[src/sv/sle_pkg.sv]
// Shared types and codes for the sequential list engine.
// Holds command, status and cell-operation codes and the cell control struct.
// No dependencies.
package sle_pkg;

  // Entry width
  localparam int DW = 32;

  // Command codes
  localparam logic [3:0] CMD_CREATE  = 4'd0;
  localparam logic [3:0] CMD_DESTROY = 4'd1;
  localparam logic [3:0] CMD_CLEAR   = 4'd2;
  localparam logic [3:0] CMD_LENGTH  = 4'd3;
  localparam logic [3:0] CMD_GET     = 4'd4;
  localparam logic [3:0] CMD_LOCATE  = 4'd5;
  localparam logic [3:0] CMD_PRIOR   = 4'd6;
  localparam logic [3:0] CMD_NEXT    = 4'd7;
  localparam logic [3:0] CMD_INSERT  = 4'd8;
  localparam logic [3:0] CMD_DELETE  = 4'd9;

  // Status codes
  localparam logic [2:0] STS_OK          = 3'd0;
  localparam logic [2:0] STS_NO_LIST     = 3'd1;
  localparam logic [2:0] STS_BAD_POS     = 3'd2;
  localparam logic [2:0] STS_NOT_FOUND   = 3'd3;
  localparam logic [2:0] STS_NO_NEIGHBOR = 3'd4;
  localparam logic [2:0] STS_FULL        = 3'd5;
  localparam logic [2:0] STS_EXISTS      = 3'd6;

  // Cell operations
  localparam logic [1:0] OP_HOLD = 2'd0;
  localparam logic [1:0] OP_ROT  = 2'd1;  // take the upper neighbor (ring rotate)
  localparam logic [1:0] OP_INS  = 2'd2;  // open a slot at pos0, shift tail up
  localparam logic [1:0] OP_DEL  = 2'd3;  // close the slot at pos0, shift tail down

  // Control broadcast to every cell
  typedef struct packed {
    logic [1:0]    op;
    logic [7:0]    pos0;  // 0-based slot
    logic [DW-1:0] val;
  } cell_ctl_t;

endpackage

[src/sv/sle_cell.sv]
// One storage cell of the list chain: holds a single entry.
// Moves data to or from its neighbors as the broadcast control says.
// Depends on sle_pkg.
module sle_cell #(
  parameter int IDX = 0
) (
  input  logic                      clk,
  input  sle_pkg::cell_ctl_t        ctl,
  input  logic [sle_pkg::DW-1:0]    up_i,  // entry of cell IDX+1 (ring)
  input  logic [sle_pkg::DW-1:0]    dn_i,  // entry of cell IDX-1
  output logic [sle_pkg::DW-1:0]    q
);
  import sle_pkg::*;

  logic [DW-1:0] q_r;
  logic [DW-1:0] q_nxt;

  // Next entry from the broadcast operation and this cell's place
  always_comb begin
    q_nxt = q_r;
    case (ctl.op)
      OP_ROT: begin
        q_nxt = up_i;
      end
      OP_INS: begin
        if (IDX > int'(ctl.pos0)) begin
          q_nxt = dn_i;
        end else if (IDX == int'(ctl.pos0)) begin
          q_nxt = ctl.val;
        end
      end
      OP_DEL: begin
        if (IDX >= int'(ctl.pos0)) begin
          q_nxt = up_i;
        end
      end
      default: begin
        q_nxt = q_r;
      end
    endcase
  end

  always_ff @(posedge clk) begin
    q_r <= q_nxt;
  end

  assign q = q_r;

endmodule

[config.mk]
export PLATFORM = sky130hd
export DESIGN_NAME = sle_cell
export DESIGN_NICKNAME = d
export VERILOG_FILES = /design/src/sv/sle_pkg.sv /design/src/sv/sle_cell.sv
export SDC_FILE = /design/constraint.sdc
export NUM_CORES = 1
export LEC_CHECK = 0
export ABC_CLOCK_PERIOD_IN_PS = 1500
export BUFFER_PORTS_ARGS = -buffer_cell sky130_fd_sc_hd__buf_4
export CORE_ASPECT_RATIO = 0.7
export CORE_UTILIZATION = 25
export CTS_BUF_LIST = sky130_fd_sc_hd__clkbuf_8
export DETAILED_ROUTE_END_ITERATION = 16
export GPL_TIMING_DRIVEN = 1
export PLACE_DENSITY = 0.68
export SLEW_MARGIN = 15
export SYNTH_ARGS = -nofsm -noshare
export SYNTH_HDL_FRONTEND = slang
export SYNTH_SLANG_ARGS = --single-unit
[constraint.sdc]
create_clock -name clk -period 1.5 [get_ports clk]
set_input_delay 0.075 -clock clk [delete_from_list [all_inputs] [get_ports clk]]
set_output_delay 0.075 -clock clk [all_outputs]
set_load 0.1 [all_outputs]
==> impl_metrics.json, run 1 <==
{
  "synth_cell_types": 11,
  "netlist_area_mm2": 0.00155,
  "run_status": "finished, final reports clean",
  "die_w_um": 96.1,
  "totalWireLength_mm": 3.29,
  "cts_buffers": 5,
  "ioPinCount": 139,
  "core-area_mm2": 0.00584,
  "largest_reg_flops": 32,
  "worst_setup_path_end_kind": "output port",
  "drc": 0,
  "seq_area_frac_synth_pct": 62.0,
  "cts_max_level": 2,
  "required_ps": 1420,
  "crit_type": "reg2out",
  "synth_warnings": 0,
  "grt_max_degree": 33,
  "grt_pass1_wl_mm": 4.44,
  "min_period_ps": 980,
  "start_kind": "flop",
  "clockRootBuffer": "clkbuf_8",
  "num_vias": 1043,
  "drtIter0Drc": 18,
  "start_util_pct": 26.5,
  "netlist_instances": 74,
  "tns_ps": 0,
  "finalCritPeriodShare_pct": 65.3,
  "cp_slowest_cell": "edfxtp_1",
  "hold_viol_final": 0,
  "dp.cells": 254,
  "antennaDiodeCount": 0,
  "cp.arrival_ps": 900,
  "via_per_inst": 3.98,
  "multi_input_area_um2": 515,
  "leakage_nw": 1.13,
  "post_cts_buffers": 0,
  "setup_slack_ps": 520,
  "clock_path_buffers": 2,
  "slew_violations": 0,
  "detail_route.first_pass.iterations": 4,
  "avgSynthCellArea_um2": 20.9,
  "cts_sinks": 32,
  "antenna_found_initial": 0,
  "cts_hold_buf": 0,
  "wl_per_cell_um": 12.5,
  "post_dp_cell_area_mm2": 0.00242,
  "stdcell_count": 262,
  "maxCapViolCount": 0,
  "grt_util_all_layers_pct": 9.61,
  "crit_buf_inv": 1,
  "fmax_ghz": 1.02,
  "cts.repair.resized": 0,
  "grt_remaining_overflow": 0,
  "regArea_um2": 961,
  "layout_common_cells": "buf_4, edfxtp_1, mux2_4",
  "ir_worst_vdd_uv": 361,
  "power_mw": 2.58,
  "postRouteAntennaNets": 0,
  "post-route-util_pct": 42.8,
  "die_y_um": 67.9,
  "fin_nets": 293,
  "setup_viol": 0,
  "path_clk_slew_ps": 60,
  "syn_nets": 181,
  "n_fill_cell": 543,
  "max_slew_margin_pct": 80.9,
  "holdWs_ps": 93.2,
  "cpPeakStageDelay_ps": 340,
  "gp_congestion": 0.669,
  "grt_pass1_vias": 949,
  "place_ws_ps": 281,
  "final_layout_size_suffix_gt1_share_pct": 80.2,
  "area_delta_synth_final_pct": 61.3,
  "fin_area_mm2": 0.00250,
  "cts_tree": "done",
  "cp_max_fo": 1,
  "hold_class": "in2reg",
  "hpwl_mm": 2.56,
  "rsz0062_at_grt": "false",
  "design.die.area_mm2": 0.00653,
  "crit_chain": "buf_4",
  "yosys_register_bits": 32,
  "crit_family": "flip-flops",
  "worst_slew_pin_slew_ps": 289,
  "final_common_cell": "buf_4",
  "num_rows": 23,
  "power.density_mw_per_mm2": 1030,
  "portBuffers": 106
}
==> cell type report <==
class | instances | area share, %
clock buffer | 5 | 2.75
timing repair buffer | 109 | 33.7
multi-input combinational | 37 | 20.6
tap | 75 | 3.75
clock inverter | 3 | 0.551
inverter | 1 | 0.150
sequential | 32 | 38.4
==> where the power goes <==
group	internal (mW)	switching, mW
Sequential	1.07	0.0160
Combinational	0.313	0.584
Clock	0.314	0.292
Total	1.69	0.892
==> path summary, 6_finish.rpt <==
path              startpoint    to  slack [ps]  cells after the start
hold / removal        ctl[6]  q[6]          90                      2
setup / recovery        q[9]  q[9]         520                      1
==> Yosys cell counts (all sizes together) <==
cell type / instances / area share (%)
nor3: 1 / 0.32
inv: 1 / 0.24
a32o: 1 / 0.65
nor2b: 2 / 1.3
mux2: 32 / 31
edfxtp: 32 / 62
nor4: 1 / 0.40
buf: 4 / 4.6
==> layer usage <==
metal | up-vias | GRT usage [%] | share of wire, %
met5 | - | 0 | 0
met2 | 60 | 16.8 | 49
li1 | 512 | - | -
met4 | 0 | 4.48 | 1.5
met3 | 6 | 4.00 | 11
met1 | 465 | 10.2 | 39
==> cell families after synthesis <==
| kind of cell | count (synthesis) | share of synthesized area (%) |
|---|---|---|
| muxes | 32 | 30.5 |
| DFF | 32 | 62.0 |
| buffers and inverters | 5 | 4.84 |
| and+or+nand+nor | 4 | 2.02 |
| AOI/OAI and AO/OA | 1 | 0.646 |
Note: power is estimated with default switching activity, not from simulation.
==> run 2: changes to the inputs <==
- ABC_CLOCK_PERIOD_IN_PS: 1500 -> 1000
- PLACE_DENSITY: 0.68 -> 0.65
- clock period: 1.5 -> 1 ns (I/O delays scaled with it)
==> run 2 against run 1 <==
Net effect: die area unchanged; sequential power increased by 51%; global-route usage increased by 1.5 points; largest cell class unchanged; worst setup slack got worse by 490 ps; sequential share of layout area decreased by 1.1 points; cell area increased by 3.0%; via count increased by 5.3%.
==> impl_metrics.json, run 2 (synthesis results as in run 1) <==
{
  "run_status": "finished, final reports clean",
  "post_cts_buffers": 0,
  "num_vias": 1098,
  "largest_reg_flops": 32,
  "post-route-util_pct": 44.1,
  "required_ps": 950,
  "n_fill_cell": 540,
  "die_w_um": 96.1,
  "wl_per_cell_um": 14.4,
  "start_kind": "flop",
  "detail_route.first_pass.iterations": 4,
  "place_ws_ps": -216,
  "crit_buf_inv": 1,
  "die_y_um": 67.9,
  "drc": 0,
  "cts_buffers": 5,
  "final_layout_size_suffix_gt1_share_pct": 81.2,
  "ir_worst_vdd_uv": 570,
  "start_util_pct": 26.5,
  "via_per_inst": 4.13,
  "worst_slew_pin_slew_ps": 292,
  "crit_family": "flip-flops",
  "cp_max_fo": 1,
  "cp.arrival_ps": 920,
  "slew_violations": 0,
  "cp_slowest_cell": "edfxtp_1",
  "leakage_nw": 1.16,
  "setup_viol": 0,
  "fmax_ghz": 1.03,
  "crit_path_end": "q[5]",
  "cts_max_level": 2,
  "grt_pass1_vias": 984,
  "grt_util_all_layers_pct": 11.1,
  "antenna_found_initial": 0,
  "tns_ps": 0,
  "clock_path_buffers": 2,
  "postRouteAntennaNets": 0,
  "layout_common_cells": "buf_4, edfxtp_1, mux2_4",
  "hold_class": "in2reg",
  "max_slew_margin_pct": 80.7,
  "rsz0062_at_grt": "false",
  "antennaDiodeCount": 0,
  "hp-start": "up_i[4]",
  "cts_sinks": 32,
  "drtIter0Drc": 42,
  "setup_slack_ps": 30.9,
  "totalWireLength_mm": 3.84,
  "crit_chain": "buf_4",
  "power.density_mw_per_mm2": 1520,
  "cpPeakStageDelay_ps": 350,
  "cp_num_cells": 1,
  "clockRootBuffer": "clkbuf_8",
  "post_dp_cell_area_mm2": 0.00248,
  "ioPinCount": 139,
  "worst_setup_path_end_kind": "output port",
  "power_mw": 3.92,
  "path_clk_slew_ps": 70,
  "hpwl_mm": 3.05,
  "cts_tree": "done",
  "grt_remaining_overflow": 0,
  "portBuffers": 106,
  "grt_pass1_wl_mm": 4.91,
  "min_period_ps": 969,
  "finalCritPeriodShare_pct": 96.9,
  "num_rows": 23,
  "startpoint": "q[5]",
  "fin_area_mm2": 0.00257,
  "core-area_mm2": 0.00584,
  "design.die.area_mm2": 0.00653,
  "fin_nets": 297,
  "cts_hold_buf": 0,
  "crit_type": "reg2out",
  "area_delta_synth_final_pct": 66.1,
  "grt_max_degree": 18,
  "final_common_cell": "buf_4",
  "maxCapViolCount": 0,
  "hold_viol_final": 0,
  "gp_congestion": 0.660
}
-- run 2: where the power goes --
part	internal (mW)	switching [mW]	leakage [nW]	total [mW]
clock	0.471	0.443	0.0453	0.914
sequential	1.60	0.0285	0.300	1.63
combinational	0.492	0.891	0.814	1.38
-- run 2: layer usage --
metal / part of all wire, % / up-vias / wire length (µm) / track usage, %
met3: 11 / 5 / 430 / 4.33
li1: - / 518 / - / -
met4: 1.7 / 0 / 67 / 6.72
met1: 41 / 514 / 1570 / 12.1
met5: 0 / - / 0 / 0
met2: 46 / 61 / 1780 / 18.4
-- run 2: worst min path at each step --
stage,end,slack (ps),cells after the start
6_report,q[4],70,2
5_1_grt,q[4],50,2
4_1_cts,q[4],60,2
3_5_place_dp,q[27],360,2
3_3_place_gp,q[13],350,2
2_1_floorplan,q[0],270,1
-- run 2: cell type report --
class                           count  area, µm²  area share [%]
Sequential cell                    32        961            37.3
Multi-Input combinational cell     37        541            21.0
Inverter                            1       3.75           0.146
Timing Repair Buffer              113        893            34.7
Tap cell                           75       93.8            3.64
Clock inverter                      3       13.8           0.534
Clock buffer                        5       68.8            2.67
-- run 2: timing repair --
| item | in CTS | in global routing |
|---|---|---|
| hold endpoints to repair | 0 | 0 |
| endpoints found under the setup margin | 0 | 2 |
| gates resized for setup | 0 | 2 |
-- run 2: per-stage QoR --
| step | instances | hold slack [ps] |
|---|---|---|
| after global placement | 258 | 352 |
| after detailed placement | 258 | 356 |
| final | 266 | 69.3 |
| after global routing | 266 | 51.2 |
| after floorplan | 74 | 267 |
| after CTS | 266 | 57.0 |
==> run 3: changes to the inputs <==
==> constraint.sdc (replaced) <==
create_clock -name clk -period 1 [get_ports clk]
set_input_delay 0.1 -clock clk [delete_from_list [all_inputs] [get_ports clk]]
set_output_delay 0.1 -clock clk [all_outputs]
set_load 0.1 [all_outputs]
==> run 3 against run 2 <==
Net effect: die area unchanged; global-route usage decreased by 0.54 points; first-iteration DRC count decreased by 14%; non-clock buffer count is the same; routed wire length decreased by 3.5%; critical path type unchanged; largest cell class is now non-clock buffers; clock power is 2% lower; worst hold slack gained 54 ps; cell area increased by 4.1%; cell count unchanged; highest routed layer unchanged.
==> impl_metrics.json, run 3 (synthesis results as in run 1) <==
{
  "start_util_pct": 26.5,
  "cp_slowest_cell": "edfxtp_1",
  "start_kind": "flop",
  "leakage_nw": 1.19,
  "grt_pass1_wl_mm": 4.80,
  "final_layout_size_suffix_gt1_share_pct": 81.2,
  "hpwl_mm": 2.94,
  "drtIter0Drc": 36,
  "final_common_cell": "buf_4",
  "largest_reg_flops": 32,
  "cts_tree": "done",
  "worst_slew_pin_slew_ps": 280,
  "die_y_um": 67.9,
  "crit_buf_inv": 1,
  "post_dp_cell_area_mm2": 0.00248,
  "fmax_ghz": 1.03,
  "cp_num_cells": 1,
  "path_clk_slew_ps": 60,
  "postRouteAntennaNets": 0,
  "design.die.area_mm2": 0.00653,
  "portBuffers": 106,
  "grt_util_all_layers_pct": 10.5,
  "area_delta_synth_final_pct": 72.9,
  "max_slew_margin_pct": 81.5,
  "min_period_ps": 974,
  "antennaDiodeCount": 0,
  "cts_max_level": 2,
  "cpPeakStageDelay_ps": 320,
  "finalCritPeriodShare_pct": 97.4,
  "tns_ps": 0,
  "ir_worst_vdd_uv": 450,
  "antenna_found_initial": 0,
  "detail_route.first_pass.iterations": 4,
  "holdWs_ps": 123,
  "hold_viol_final": 0,
  "num_rows": 23,
  "num_vias": 1093,
  "via_per_inst": 4.11,
  "run_status": "finished, final reports clean",
  "n_fill_cell": 525,
  "drc": 0,
  "cp.arrival_ps": 870,
  "layout_common_cells": "buf_4, edfxtp_1, mux2_4, buf_6, clkbuf_8",
  "cts_hold_buf": 0,
  "rsz0062_at_grt": "false",
  "setup_viol": 0,
  "crit_family": "flip-flops",
  "required_ps": 900,
  "post-route-util_pct": 45.9,
  "hold_class": "in2reg",
  "grt_remaining_overflow": 0,
  "wl_per_cell_um": 13.9,
  "crit_chain": "buf_4",
  "gp_congestion": 0.645,
  "core-area_mm2": 0.00584,
  "clock_path_buffers": 2,
  "grt_pass1_vias": 990,
  "cp_max_fo": 1,
  "maxCapViolCount": 0,
  "holdPathStages": 2,
  "ioPinCount": 139,
  "die_w_um": 96.1,
  "power.density_mw_per_mm2": 1480,
  "post_cts_buffers": 0,
  "slew_violations": 0,
  "clockRootBuffer": "clkbuf_8",
  "fin_nets": 297,
  "totalWireLength_mm": 3.71,
  "grt_max_degree": 18,
  "worst_setup_path_end_kind": "output port",
  "crit_type": "reg2out",
  "cts_sinks": 32,
  "cts_buffers": 5,
  "fin_area_mm2": 0.00268
}
[run 3: layer usage]
metal,up-vias,wire [µm],global-route usage (%)
li1,518,-,-
met1,509,1540,12.4
met2,64,1740,17.2
met3,2,405,4.22
met4,0,23,4.48
met5,-,0,0
[run 3: through the flow]
stage / std cells / worst slack, ps / power [mW]
2_1_floorplan: 74 / -145 / 2.62
3_3_place_gp: 258 / -256 / 3.03
3_5_place_dp: 258 / -253 / 3.04
4_1_cts: 266 / 0.370 / 3.97
5_1_grt: 266 / 1.28 / 4.12
6_report: 266 / 25.9 / 3.97
[run 3: final cells by class]
| class | instances | area [µm²] | share of cell area [%] |
|---|---|---|---|
| repair buffers | 113 | 998 | 37.3 |
| clock buffers | 5 | 68.8 | 2.57 |
| clock inverters | 3 | 13.8 | 0.514 |
| flip-flops and latches | 32 | 961 | 35.9 |
| well taps | 75 | 93.8 | 3.50 |
| multi-input cells | 37 | 541 | 20.2 |
| inverters | 1 | 3.75 | 0.140 |
[run 3: path summary, 6_finish.rpt]
check,startpoint,endpoint,slack [ps]
min,up_i[8],q[8],120
max,q[26],q[26],30
[run 3: timing repair]
action | 4_1_cts | 5_1_grt
hold endpoints to repair | 0 | 0
setup endpoints to repair | 10 | 20
gates resized for setup | 10 | 20
[run 3: power breakdown]
part	leakage [nW]	internal [mW]	total (mW)	switching, mW
Clock	0.0453	0.471	0.898	0.427
Combinational	0.849	0.545	1.43	0.889
Sequential	0.300	1.60	1.64	0.0413
